**config.mk**
```make
export PLATFORM = sky130hd
export DESIGN_NAME = ipv4_flow_header_parser
export DESIGN_NICKNAME = d
export VERILOG_FILES = /design/src/rtl/iffp_pkg.sv /design/src/rtl/ipv4_flow_header_parser.sv /design/src/rtl/iffp_front.sv /design/src/rtl/iffp_queue.sv /design/src/rtl/iffp_back.sv
export SDC_FILE = /design/constraint.sdc
export NUM_CORES = 1
export LEC_CHECK = 0
export BUFFER_PORTS_ARGS = -buffer_cell sky130_fd_sc_hd__buf_2
export CORE_ASPECT_RATIO = 1.4
export CORE_UTILIZATION = 59
export DETAILED_ROUTE_END_ITERATION = 6
export HOLD_SLACK_MARGIN = 0.12
export PLACE_DENSITY = 0.82
export SETUP_SLACK_MARGIN = 0.4
export SYNTH_ARGS = -nofsm -noshare
export SYNTH_HDL_FRONTEND = slang
export SYNTH_SLANG_ARGS = --single-unit
```
**constraint.sdc**
```tcl
create_clock -name clk -period 12.6 [get_ports clk]
set_input_delay 2.52 -clock clk [delete_from_list [all_inputs] [get_ports clk]]
set_output_delay 2.52 -clock clk [all_outputs]
set_load 0.1 [all_outputs]
```
**src/rtl/iffp_pkg.sv**
```systemverilog
`timescale 1ns / 1ps
// Shared types and constants for the IPv4 flow header parser.
// Used by every module of the block; depends on nothing.
package iffp_pkg;

    // Default depth of the queue between the capture front and the judge back.
    localparam int QUEUE_DEPTH_DEF = 2;

    // Stream payload widths, padded to whole bytes.
    localparam int IN_TDATA_W  = 72;
    localparam int OUT_TDATA_W = 176;

    // Ethertype as captured (byte 12 low, byte 13 high), so IPv4 reads 0x0008.
    localparam logic [15:0] ETHERTYPE_IPV4_LE = 16'h0008;

    // IP protocol numbers that produce a flow record.
    localparam logic [7:0] PROTO_TCP  = 8'd6;
    localparam logic [7:0] PROTO_UDP  = 8'd17;
    localparam logic [7:0] PROTO_SCTP = 8'd132;

    // Frame offsets of the captured header fields.
    localparam logic [15:0] POS_ETYPE_LO  = 16'd12;
    localparam logic [15:0] POS_ETYPE_HI  = 16'd13;
    localparam logic [15:0] POS_IHL       = 16'd14;
    localparam logic [15:0] POS_PROTO     = 16'd23;
    localparam logic [15:0] POS_SRC_FIRST = 16'd26;
    localparam logic [15:0] POS_SRC_LAST  = 16'd29;
    localparam logic [15:0] POS_DST_FIRST = 16'd30;
    localparam logic [15:0] POS_DST_LAST  = 16'd33;

    // Length limits.
    localparam logic [15:0] ETH_HDR_LEN    = 16'd14;
    localparam logic [15:0] MIN_IPV4_FRAME = 16'd34;
    localparam logic [6:0]  L4_BASE        = 7'd14;
    localparam logic [6:0]  TCP_HDR_LEN    = 7'd20;
    localparam logic [6:0]  UDP_HDR_LEN    = 7'd8;
    localparam logic [6:0]  SCTP_HDR_LEN   = 7'd12;

    localparam logic [15:0] COUNT_MAX = 16'hFFFF;

    // Everything captured from one frame, handed from the front to the back.
    typedef struct packed {
        logic [15:0] frame_len;
        logic [15:0] ethertype;
        logic [3:0]  ihl;
        logic [7:0]  protocol;
        logic [31:0] source_addr;
        logic [31:0] dest_addr;
        logic [15:0] source_port;
        logic [15:0] dest_port;
        logic [63:0] stamp_ns;
    } snap_t;

    // Port offset L = 14 + 4 * IHL.
    function automatic logic [6:0] l4_offset(input logic [3:0] ihl);
        l4_offset = L4_BASE + {1'b0, ihl, 2'b00};
    endfunction

endpackage

```
**src/rtl/ipv4_flow_header_parser.sv**
```systemverilog
`timescale 1ns / 1ps
// Top level of the IPv4 flow header parser: capture front, snapshot queue, judge back.
// Depends on iffp_pkg, iffp_front, iffp_queue and iffp_back.
//
//  Channel   Dir  Transfer                 Payload
//  s_axis    in   one frame byte           tdata: frame_byte, now_ns; tlast: frame_end
//  m_axis    out  one verdict per frame    tdata: verdict .. stamp_ns (see port list)
//
// One frame byte is taken every cycle while the queue has room; a verdict per cycle
// can be sustained while m_axis is ready. A final byte's verdict passes through the
// snapshot queue, then the output register. Reset clears the per-frame capture
// state, the queue and the output valid at once. s_axis_tready drops only while the
// queue is full, which happens when m_axis stalls with QUEUE_DEPTH verdicts
// waiting behind the one in the output register.
module ipv4_flow_header_parser
    import iffp_pkg::*;
#(
    parameter int QUEUE_DEPTH = QUEUE_DEPTH_DEF
)
(
    input  logic                   clk,
    input  logic                   rst_n,
    input  logic                   s_axis_tvalid,
    output logic                   s_axis_tready,
    // [7:0] frame_byte, [71:8] now_ns
    input  logic [IN_TDATA_W-1:0]  s_axis_tdata,
    input  logic                   s_axis_tlast,
    output logic                   m_axis_tvalid,
    input  logic                   m_axis_tready,
    // [0] verdict, [1] record_valid, [33:2] dest_addr, [49:34] dest_port,
    // [57:50] ip_protocol, [89:58] source_addr, [105:90] source_port,
    // [169:106] stamp_ns, [175:170] zero
    output logic [OUT_TDATA_W-1:0] m_axis_tdata
);

    logic  push;
    snap_t push_snap;
    logic  pop;
    logic  queue_full;
    logic  queue_not_empty;
    snap_t head_snap;

    iffp_front u_front (
        .clk        (clk),
        .rst_n      (rst_n),
        .byte_valid (s_axis_tvalid),
        .byte_ready (s_axis_tready),
        .frame_byte (s_axis_tdata[7:0]),
        .frame_end  (s_axis_tlast),
        .now_ns     (s_axis_tdata[71:8]),
        .queue_full (queue_full),
        .push       (push),
        .push_snap  (push_snap)
    );

    iffp_queue #(
        .DEPTH (QUEUE_DEPTH)
    ) u_queue (
        .clk       (clk),
        .rst_n     (rst_n),
        .push      (push),
        .push_snap (push_snap),
        .pop       (pop),
        .full      (queue_full),
        .not_empty (queue_not_empty),
        .head_snap (head_snap)
    );

    iffp_back u_back (
        .clk        (clk),
        .rst_n      (rst_n),
        .snap_valid (queue_not_empty),
        .snap       (head_snap),
        .pop        (pop),
        .out_valid  (m_axis_tvalid),
        .out_ready  (m_axis_tready),
        .out_data   (m_axis_tdata)
    );

endmodule

```
**src/rtl/iffp_front.sv**
```systemverilog
`timescale 1ns / 1ps
// Capture front: counts frame bytes and picks the header fields off the stream.
// On the final byte it pushes a frame snapshot into the queue. Uses iffp_pkg.
module iffp_front
    import iffp_pkg::*;
(
    input  logic        clk,
    input  logic        rst_n,
    input  logic        byte_valid,
    output logic        byte_ready,
    input  logic [7:0]  frame_byte,
    input  logic        frame_end,
    input  logic [63:0] now_ns,
    input  logic        queue_full,
    output logic        push,
    output snap_t       push_snap
);

    logic [15:0] count_reg,     count_next;
    logic [15:0] ethertype_reg, ethertype_next;
    logic [3:0]  ihl_reg,       ihl_next;
    logic [7:0]  proto_reg,     proto_next;
    logic [31:0] src_reg,       src_next;
    logic [31:0] dst_reg,       dst_next;
    logic [15:0] sport_reg,     sport_next;
    logic [15:0] dport_reg,     dport_next;
    logic [15:0] l4_pos;
    logic        accept;

    // A byte is taken whenever the queue has room for a possible verdict.
    assign byte_ready = !queue_full;
    assign accept     = byte_valid && byte_ready;

    // Field capture for the byte at the current position.
    always_comb
    begin
        count_next     = (count_reg == COUNT_MAX) ? count_reg : count_reg + 16'd1;
        ethertype_next = ethertype_reg;
        ihl_next       = ihl_reg;
        proto_next     = proto_reg;
        src_next       = src_reg;
        dst_next       = dst_reg;
        sport_next     = sport_reg;
        dport_next     = dport_reg;

        if (count_reg == POS_ETYPE_LO)
        begin
            ethertype_next = {ethertype_reg[15:8], frame_byte};
        end
        if (count_reg == POS_ETYPE_HI)
        begin
            ethertype_next = {frame_byte, ethertype_reg[7:0]};
        end
        if (count_reg == POS_IHL)
        begin
            ihl_next = frame_byte[3:0];
        end
        if (count_reg == POS_PROTO)
        begin
            proto_next = frame_byte;
        end
        if (count_reg >= POS_SRC_FIRST && count_reg <= POS_SRC_LAST)
        begin
            src_next = {src_reg[23:0], frame_byte};
        end
        if (count_reg >= POS_DST_FIRST && count_reg <= POS_DST_LAST)
        begin
            dst_next = {dst_reg[23:0], frame_byte};
        end

        // The port offset already sees an IHL captured on this very byte.
        l4_pos = {9'b0, l4_offset(ihl_next)};
        if (count_reg >= ETH_HDR_LEN)
        begin
            if (count_reg == l4_pos || count_reg == l4_pos + 16'd1)
            begin
                sport_next = {sport_reg[7:0], frame_byte};
            end
            if (count_reg == l4_pos + 16'd2 || count_reg == l4_pos + 16'd3)
            begin
                dport_next = {dport_reg[7:0], frame_byte};
            end
        end
    end

    // Snapshot of the frame as it stands after the final byte.
    assign push = accept && frame_end;
    always_comb
    begin
        push_snap.frame_len   = count_next;
        push_snap.ethertype   = ethertype_next;
        push_snap.ihl         = ihl_next;
        push_snap.protocol    = proto_next;
        push_snap.source_addr = src_next;
        push_snap.dest_addr   = dst_next;
        push_snap.source_port = sport_next;
        push_snap.dest_port   = dport_next;
        push_snap.stamp_ns    = now_ns;
    end

    // Per-frame state; cleared after the final byte so the next frame starts fresh.
    always_ff @(posedge clk or negedge rst_n)
    begin
        if (!rst_n)
        begin
            count_reg     <= '0;
            ethertype_reg <= '0;
            ihl_reg       <= '0;
            proto_reg     <= '0;
            src_reg       <= '0;
            dst_reg       <= '0;
            sport_reg     <= '0;
            dport_reg     <= '0;
        end
        else if (accept)
        begin
            if (frame_end)
            begin
                count_reg     <= '0;
                ethertype_reg <= '0;
                ihl_reg       <= '0;
                proto_reg     <= '0;
                src_reg       <= '0;
                dst_reg       <= '0;
                sport_reg     <= '0;
                dport_reg     <= '0;
            end
            else
            begin
                count_reg     <= count_next;
                ethertype_reg <= ethertype_next;
                ihl_reg       <= ihl_next;
                proto_reg     <= proto_next;
                src_reg       <= src_next;
                dst_reg       <= dst_next;
                sport_reg     <= sport_next;
                dport_reg     <= dport_next;
            end
        end
    end

endmodule

```
**src/rtl/iffp_queue.sv**
```systemverilog
`timescale 1ns / 1ps
// Small register queue of frame snapshots between the capture front and the back.
// Uses snap_t from iffp_pkg.
module iffp_queue
    import iffp_pkg::*;
#(
    parameter int DEPTH = QUEUE_DEPTH_DEF
)
(
    input  logic  clk,
    input  logic  rst_n,
    input  logic  push,
    input  snap_t push_snap,
    input  logic  pop,
    output logic  full,
    output logic  not_empty,
    output snap_t head_snap
);

    localparam int PTR_W = (DEPTH > 1) ? $clog2(DEPTH) : 1;
    localparam int CNT_W = $clog2(DEPTH + 1);
    localparam logic [PTR_W-1:0] PTR_LAST = PTR_W'(DEPTH - 1);
    localparam logic [CNT_W-1:0] CNT_FULL = CNT_W'(DEPTH);
    localparam logic [PTR_W-1:0] PTR_ONE  = PTR_W'(1);
    localparam logic [CNT_W-1:0] CNT_ONE  = CNT_W'(1);

    snap_t             entry_reg [DEPTH];
    logic [PTR_W-1:0]  wr_ptr_reg, wr_ptr_next;
    logic [PTR_W-1:0]  rd_ptr_reg, rd_ptr_next;
    logic [CNT_W-1:0]  count_reg,  count_next;

    assign full      = (count_reg == CNT_FULL);
    assign not_empty = (count_reg != '0);
    assign head_snap = entry_reg[rd_ptr_reg];

    // Pointer wrap and occupancy.
    always_comb
    begin
        wr_ptr_next = wr_ptr_reg;
        rd_ptr_next = rd_ptr_reg;
        count_next  = count_reg;
        if (push)
        begin
            wr_ptr_next = (wr_ptr_reg == PTR_LAST) ? '0 : wr_ptr_reg + PTR_ONE;
        end
        if (pop)
        begin
            rd_ptr_next = (rd_ptr_reg == PTR_LAST) ? '0 : rd_ptr_reg + PTR_ONE;
        end
        if (push && !pop)
        begin
            count_next = count_reg + CNT_ONE;
        end
        else if (pop && !push)
        begin
            count_next = count_reg - CNT_ONE;
        end
    end

    always_ff @(posedge clk or negedge rst_n)
    begin
        if (!rst_n)
        begin
            wr_ptr_reg <= '0;
            rd_ptr_reg <= '0;
            count_reg  <= '0;
        end
        else
        begin
            wr_ptr_reg <= wr_ptr_next;
            rd_ptr_reg <= rd_ptr_next;
            count_reg  <= count_next;
        end
    end

    // Snapshot storage.
    always_ff @(posedge clk)
    begin
        if (push)
        begin
            entry_reg[wr_ptr_reg] <= push_snap;
        end
    end

    // Occupancy never passes the depth.
    a_count_bound: assert property (@(posedge clk) disable iff (!rst_n)
        count_reg <= CNT_FULL)
        else $error("queue occupancy above depth");

    // The back only takes a snapshot that is there.
    a_pop_nonempty: assert property (@(posedge clk) disable iff (!rst_n)
        pop |-> not_empty)
        else $error("queue popped while empty");

    // The front never writes over a waiting snapshot.
    a_push_room: assert property (@(posedge clk) disable iff (!rst_n)
        push |-> !full)
        else $error("queue pushed while full");

endmodule

```
**src/rtl/iffp_back.sv**
```systemverilog
`timescale 1ns / 1ps
// Judge back: takes a frame snapshot, forms the verdict and the flow record,
// and holds the result in an output register. Uses iffp_pkg.
module iffp_back
    import iffp_pkg::*;
(
    input  logic                   clk,
    input  logic                   rst_n,
    input  logic                   snap_valid,
    input  snap_t                  snap,
    output logic                   pop,
    output logic                   out_valid,
    input  logic                   out_ready,
    output logic [OUT_TDATA_W-1:0] out_data
);

    logic                   valid_reg;
    logic [OUT_TDATA_W-1:0] data_reg, data_next;
    logic [6:0]             l4;
    logic [6:0]             need;
    logic                   known;
    logic                   pass;
    logic                   rec;

    // Needed length for the layer four header of each known protocol.
    always_comb
    begin
        l4    = l4_offset(snap.ihl);
        need  = l4;
        known = 1'b0;
        case (snap.protocol)
            PROTO_TCP:
            begin
                need  = l4 + TCP_HDR_LEN;
                known = 1'b1;
            end
            PROTO_UDP:
            begin
                need  = l4 + UDP_HDR_LEN;
                known = 1'b1;
            end
            PROTO_SCTP:
            begin
                need  = l4 + SCTP_HDR_LEN;
                known = 1'b1;
            end
            default:
            begin
                need  = l4;
                known = 1'b0;
            end
        endcase
    end

    // Verdict: runts drop, non-IPv4 passes, IPv4 needs full headers and a known protocol.
    always_comb
    begin
        pass = 1'b0;
        rec  = 1'b0;
        if (snap.frame_len < ETH_HDR_LEN)
        begin
            pass = 1'b0;
        end
        else if (snap.ethertype != ETHERTYPE_IPV4_LE)
        begin
            pass = 1'b1;
        end
        else if (snap.frame_len < MIN_IPV4_FRAME)
        begin
            pass = 1'b0;
        end
        else if (known && snap.frame_len >= {9'b0, need})
        begin
            pass = 1'b1;
            rec  = 1'b1;
        end
    end

    // Result packing; record fields are zero unless a record is given.
    always_comb
    begin
        data_next = '0;
        data_next[0] = pass;
        data_next[1] = rec;
        if (rec)
        begin
            data_next[33:2]    = snap.dest_addr;
            data_next[49:34]   = snap.dest_port;
            data_next[57:50]   = snap.protocol;
            data_next[89:58]   = snap.source_addr;
            data_next[105:90]  = snap.source_port;
            data_next[169:106] = snap.stamp_ns;
        end
    end

    // Output register loads whenever it is empty or being drained.
    assign pop       = snap_valid && (!valid_reg || out_ready);
    assign out_valid = valid_reg;
    assign out_data  = data_reg;

    always_ff @(posedge clk or negedge rst_n)
    begin
        if (!rst_n)
        begin
            valid_reg <= 1'b0;
        end
        else if (!valid_reg || out_ready)
        begin
            valid_reg <= snap_valid;
        end
    end

    always_ff @(posedge clk)
    begin
        if (pop)
        begin
            data_reg <= data_next;
        end
    end

    // A flow record only comes with a pass verdict.
    a_rec_pass: assert property (@(posedge clk) disable iff (!rst_n)
        out_valid && out_data[1] |-> out_data[0])
        else $error("flow record on a dropped frame");

    // Without a record every record field reads zero.
    a_norec_zero: assert property (@(posedge clk) disable iff (!rst_n)
        out_valid && !out_data[1] |-> (out_data[OUT_TDATA_W-1:2] == '0))
        else $error("record fields set without a record");

endmodule

```
Word-level counts from Yosys, hierarchy flattened
Memory sizes are Yosys's and may differ from the RTL's. Index checks and enable logic that the tools add are counted.

Register bits after elaboration: 315. Memory bits (writable): 408. Input bits: 77. Word-level logic and storage cells: 101. Memories kept: 1.

Memory list: u_queue.entry_reg (words 2, width 204, read ports 1, clocked after memory_dff 0, wr ports 1, RTL line iffp_queue.sv:27) `snap_t entry_reg [DEPTH];`.

$add $sub $neg: 13. $lt $le $gt $ge: 8. Eq/ne operators: 14. Mux-type cells: 32. Reductions and logical operators: 18.

Operators with widths (number): $mux 16 (10); $mux 32 (4); $eq 16x16->1 (3); $eq 16x4->1 const B (3); $ge 16x5->1 const B (2); $mux 8 (3); $pmux 7 s3 (1); $add 16x1->16 const B (1); $add 7x2->8 const B (2); $eq 16x16->1 const B (1); $eq 16x5->1 const B (1); $eq 16x7->1 (1); $ge 16x4->1 const B (1); $ge 16x7->1 (1); $le 16x5->1 const B (1); $le 16x6->1 const B (1); $lt 16x4->1 const B (1); $lt 16x6->1 const B (1); $ne 16x4->1 const B (1); $add 4x6->7 const A (2); $add 7x4->7 const B (2); $mux 1 (10); $add 7x1->8 const B (1); $eq 8x3->1 const B (1); 14 further kinds (30).

Longest topological paths before layout
An unclocked memory read counts as a cell.

Word-level depth: 10. Mapped depth: 20.

Modules after synthesis
Synthesis repeated with hierarchy kept, for this count alone.

Cells, all modules: 2015. Area total of the unflattened synthesis: 31519.0 um^2.

Modules (own cells, without submodules): iffp_queue (instances 1, cells an instance 651, area each 15528.6 um^2, seq. area each 12351.8 um^2); iffp_front (instances 1, cells an instance 926, area each 9038.7 um^2, seq. area each 3503.4 um^2); iffp_back (instances 1, cells an instance 438, area each 6951.7 um^2, seq. area each 5129.9 um^2).

Worst setup path after synthesis
Ideal clock, no wire load.

Path kind: input to register. From: input s_axis_tvalid. To: memory u_queue.entry_reg[0][0] (netlist bit), enable pin. Arrival: 11.619 ns. Required time: 11.830 ns. Slack: 0.211 ns. Stages on the path: 5. Path through: and2_1 -> clkbuf_1 -> clkbuf_1 -> nand2_1 -> nor2_1.

Word-level cells in the longest chain between the ends: 4.

Ends and longest elaborated chain: start: declaration (RTL line ipv4_flow_header_parser.sv:23) `input logic s_axis_tvalid,`; $logic_and 1x1->1 (RTL line iffp_front.sv:32) `assign accept = byte_valid && byte_ready;`; $logic_and 1x1->1 (RTL line iffp_front.sv:87) `assign push = accept && frame_end;`; $mux 1 (RTL line iffp_queue.sv:79) `if (push)`; $mux 1 (implied by the code) (RTL line iffp_queue.sv:81) `entry_reg[wr_ptr_reg] <= push_snap;`; end: declaration (RTL line iffp_queue.sv:27).

Every way passes these cells.

==> results.py <==
metrics = {
    "run_status": {
        "outcome": "finished clean",
    },
    "floorplan": {
        "die_height_um": 266,
        "die_x_um": 190,
        "core_area_um2": 49000,
        "start_util_pct": 59.7,
        "num_rows": 96,
        "die-area_um2": 50500,
        "ios": 255,
    },
    "sta": {
        "rsz0062_at_grt": "false",
        "tightest_slew_ns": 1.25,
        "finalMaxSlewViolations": 0,
        "final.setup_skew_ns": 0.0156,
        "fmax_ghz": 0.163,
        "whs_ns": 0.497,
        "fin_crit_sh_pct": 48.6,
        "setup_viol": 0,
        "relSlewSlack_pct": 16.4,
        "tns_ns": 0,
        "min_period_ns": 6.13,
        "hold_viol_final": 0,
    },
    "place": {
        "gp_congestion": 0.830,
        "post-dp-hpwl_um": 35800,
        "dpl-instance-area_um2": 31000,
        "port_buffers": 248,
    },
    "min_path": {
        "hp-class": "flip-flop to flip-flop",
        "hold_path_startpoint": "u_front.dst_reg[31]",
    },
    "clocking": {
        "cts.sinks": 721,
        "numCtsBuffers": 66,
        "root_buffer": "clkbuf_16",
        "cts.clk_slew.worst_paths_ns": 0.06,
        "post_cts_resized": 0,
        "cts_buffer_depth": 3,
        "clk_latency_ns": 0.58,
        "hold_buffers": 0,
        "cts_tree": "yes",
        "cts_setup_buffers": 0,
        "htreeDepth": 3,
    },
    "pwr": {
        "power.total_mw": 7.51,
        "pwr-share-comb_pct": 30.9,
        "irDropWorstVdd_mv": 0.176,
        "power_frac_clock_pct": 27.3,
        "seqPwrFrac_pct": 41.8,
        "p_per_area_nw_per_um2": 226,
        "p_sw_mw": 2.89,
        "cell_internal_pwr_mw": 4.62,
        "swShare_pct": 38.5,
        "power.leakage_nw": 13.0,
    },
    "yosys": {
        "ys.flop_type": "edfxtp_1",
        "syn_area_um2": 29300,
        "synth-compound-area-share_pct": 6.50,
        "synth-adder-area-share_pct": 0.641,
        "async_reset_ff_share_pct": 20.1,
        "synth_top_family_by_area": "multiplexers",
        "synth_seq_cells": 721,
        "ys_types": 69,
        "synthMuxAreaShare_pct": 11.2,
        "ys_warn_count": 0,
        "yosys.area_share.simple_pct": 6.97,
        "synth.avg_cell_area_um2": 15.3,
        "synth-edff-count": 576,
        "synth_xor_area_share_pct": 0.958,
        "seq_area_frac_synth_pct": 71.5,
        "synthCells": 1910,
    },
    "critical_path": {
        "crit_path_start_kind": "input port",
        "startpoint": "s_axis_tdata[0]",
        "end_kind": "flip-flop",
        "cp.required_ns": 12.93,
        "crit_type": "input port to flip-flop",
        "critical_path.max_fanout": 32,
        "r2r_start": "u_queue.rd_ptr_reg",
        "arrival_ns": 6.45,
    },
    "final_layout": {
        "final_util_pct": 67.9,
        "drive_gt1_share_pct": 24.2,
        "nNetsFinal": 2213,
        "fillers": 3165,
        "final_area_um2": 33300,
        "mostFrequentLayoutCell": "edfxtp_1",
        "largest_register_ff_count": 406,
        "mostFrequentLayoutCells": "edfxtp_1, buf_2, nor2_1",
        "area_growth_pct": 13.7,
    },
    "global_routing": {
        "grtUsageMet3_pct": 3.10,
        "grt.overflow.total": 0,
        "global_route.usage.met1_pct": 30.4,
        "grt_pass1_vias": 17000,
        "met2_usage_pct": 41.2,
        "busiest_layer": "met2",
        "grt_pass1_wl_um": 92900,
        "antenna_found_initial": 1,
        "grt_use_total_pct": 23.8,
        "grt_max_degree": 106,
    },
    "route": {
        "vias_per_cell": 5.96,
        "ant_nets": 0,
        "drc": 0,
        "vias": 16700,
        "drt_wl_total_um": 59500,
        "drt_iter0_drc": 1243,
        "wl_per_cell_um": 21.2,
        "firstDrtPassIters": 6,
    },
    "run": {
        "drv_cap": 0,
    },
}
-- path summary, 6_finish.rpt --
kind / endpoint / slack (ns) / cells after the start
worst max-delay path: u_queue.entry_reg[1][71] / 6.47 / 11
worst min-delay path: u_front.dst_reg[31] / 0.50 / 1
worst max register to register: u_back.out_data[162] / 6.68 / 18
worst min register to register: u_front.dst_reg[31] / 0.50 / 1
max in group asynchronous: u_front.ethertype_reg[0] / 9.11 / 2
min in group asynchronous: u_front.dport_reg[9] / 1.96 / 1
-- synth_stat cells (22+ instances only) --
cell | number | area, um2
mux2i_1 | 176 | 1760
edfxtp_1 | 576 | 17300
a22oi_1 | 40 | 300
mux2_2 | 114 | 1280
nand2_1 | 94 | 353
clkbuf_1 | 107 | 402
nor2_1 | 190 | 713
dfrtp_1 | 145 | 3630
nand2b_1 | 22 | 138
o21ai_0 | 65 | 325
nor4_1 | 24 | 150
a22o_1 | 59 | 517
xnor2_1 | 22 | 193
-- metrics by stage --
stage	instances	setup WS (ns)
2_1_floorplan	1918	3.65
3_3_place_gp	2690	6.01
3_5_place_dp	2690	5.92
4_1_cts	2810	6.50
5_1_grt	2811	6.13
6_report	2811	6.47
-- critical path, cell delays in order --
cell and delay (ns):
buf_2 0.21, mux2i_2 0.43, ha_1 0.35, o21ai_0 0.16, xnor2_1 0.14, and3_1 0.20
or3_1 0.36, a2111oi_2 0.37, buf_4 0.27, o21a_1 0.98, mux2_2 0.44
-- layout make-up --
type / instances / area [um2] / share of cell area (%)
Inverter: 20 / 80.1 / 0.241
Multi-Input combinational cell: 1043 / 7800 / 23.5
Clock buffer: 79 / 1790 / 5.39
Tap cell: 637 / 797 / 2.40
Sequential cell: 721 / 20900 / 62.9
Clock inverter: 41 / 457 / 1.37
Timing Repair Buffer: 269 / 1410 / 4.22
Antenna cell: 1 / 2.50 / 0.00752
-- cell families (layout without fill, tap and decap cells) --
| group | count (synthesis) | in the layout |
|---|---|---|
| buffers and inverters | 154 | 409 |
| AND/OR/NAND/NOR | 426 | 426 |
| flip-flops | 721 | 721 |
| multiplexers | 306 | 306 |
| AO/OA/AOI/OAI | 255 | 255 |
| other | 1 | 10 |
| adder cells (fa/ha/maj) | 15 | 15 |
| XOR/XNOR | 32 | 32 |
-- power by group through the flow --
stage	Sequential (mW)	Clock (mW)	Combinational (mW)
2_1_floorplan	4.43	0	0.701
3_3_place_gp	3.17	0	2.30
3_5_place_dp	3.19	0	2.33
4_1_cts	3.14	2.08	2.34
5_1_grt	3.17	2.17	2.41
6_report	3.14	2.05	2.32
-- layer usage --
layer | up-vias | part of all wire, %
met5 | - | 0
met4 | 0 | 3.0
met3 | 112 | 5.1
met2 | 550 | 53
met1 | 8433 | 39
li1 | 7646 | -
Note: power is estimated with default switching activity, not from simulation.
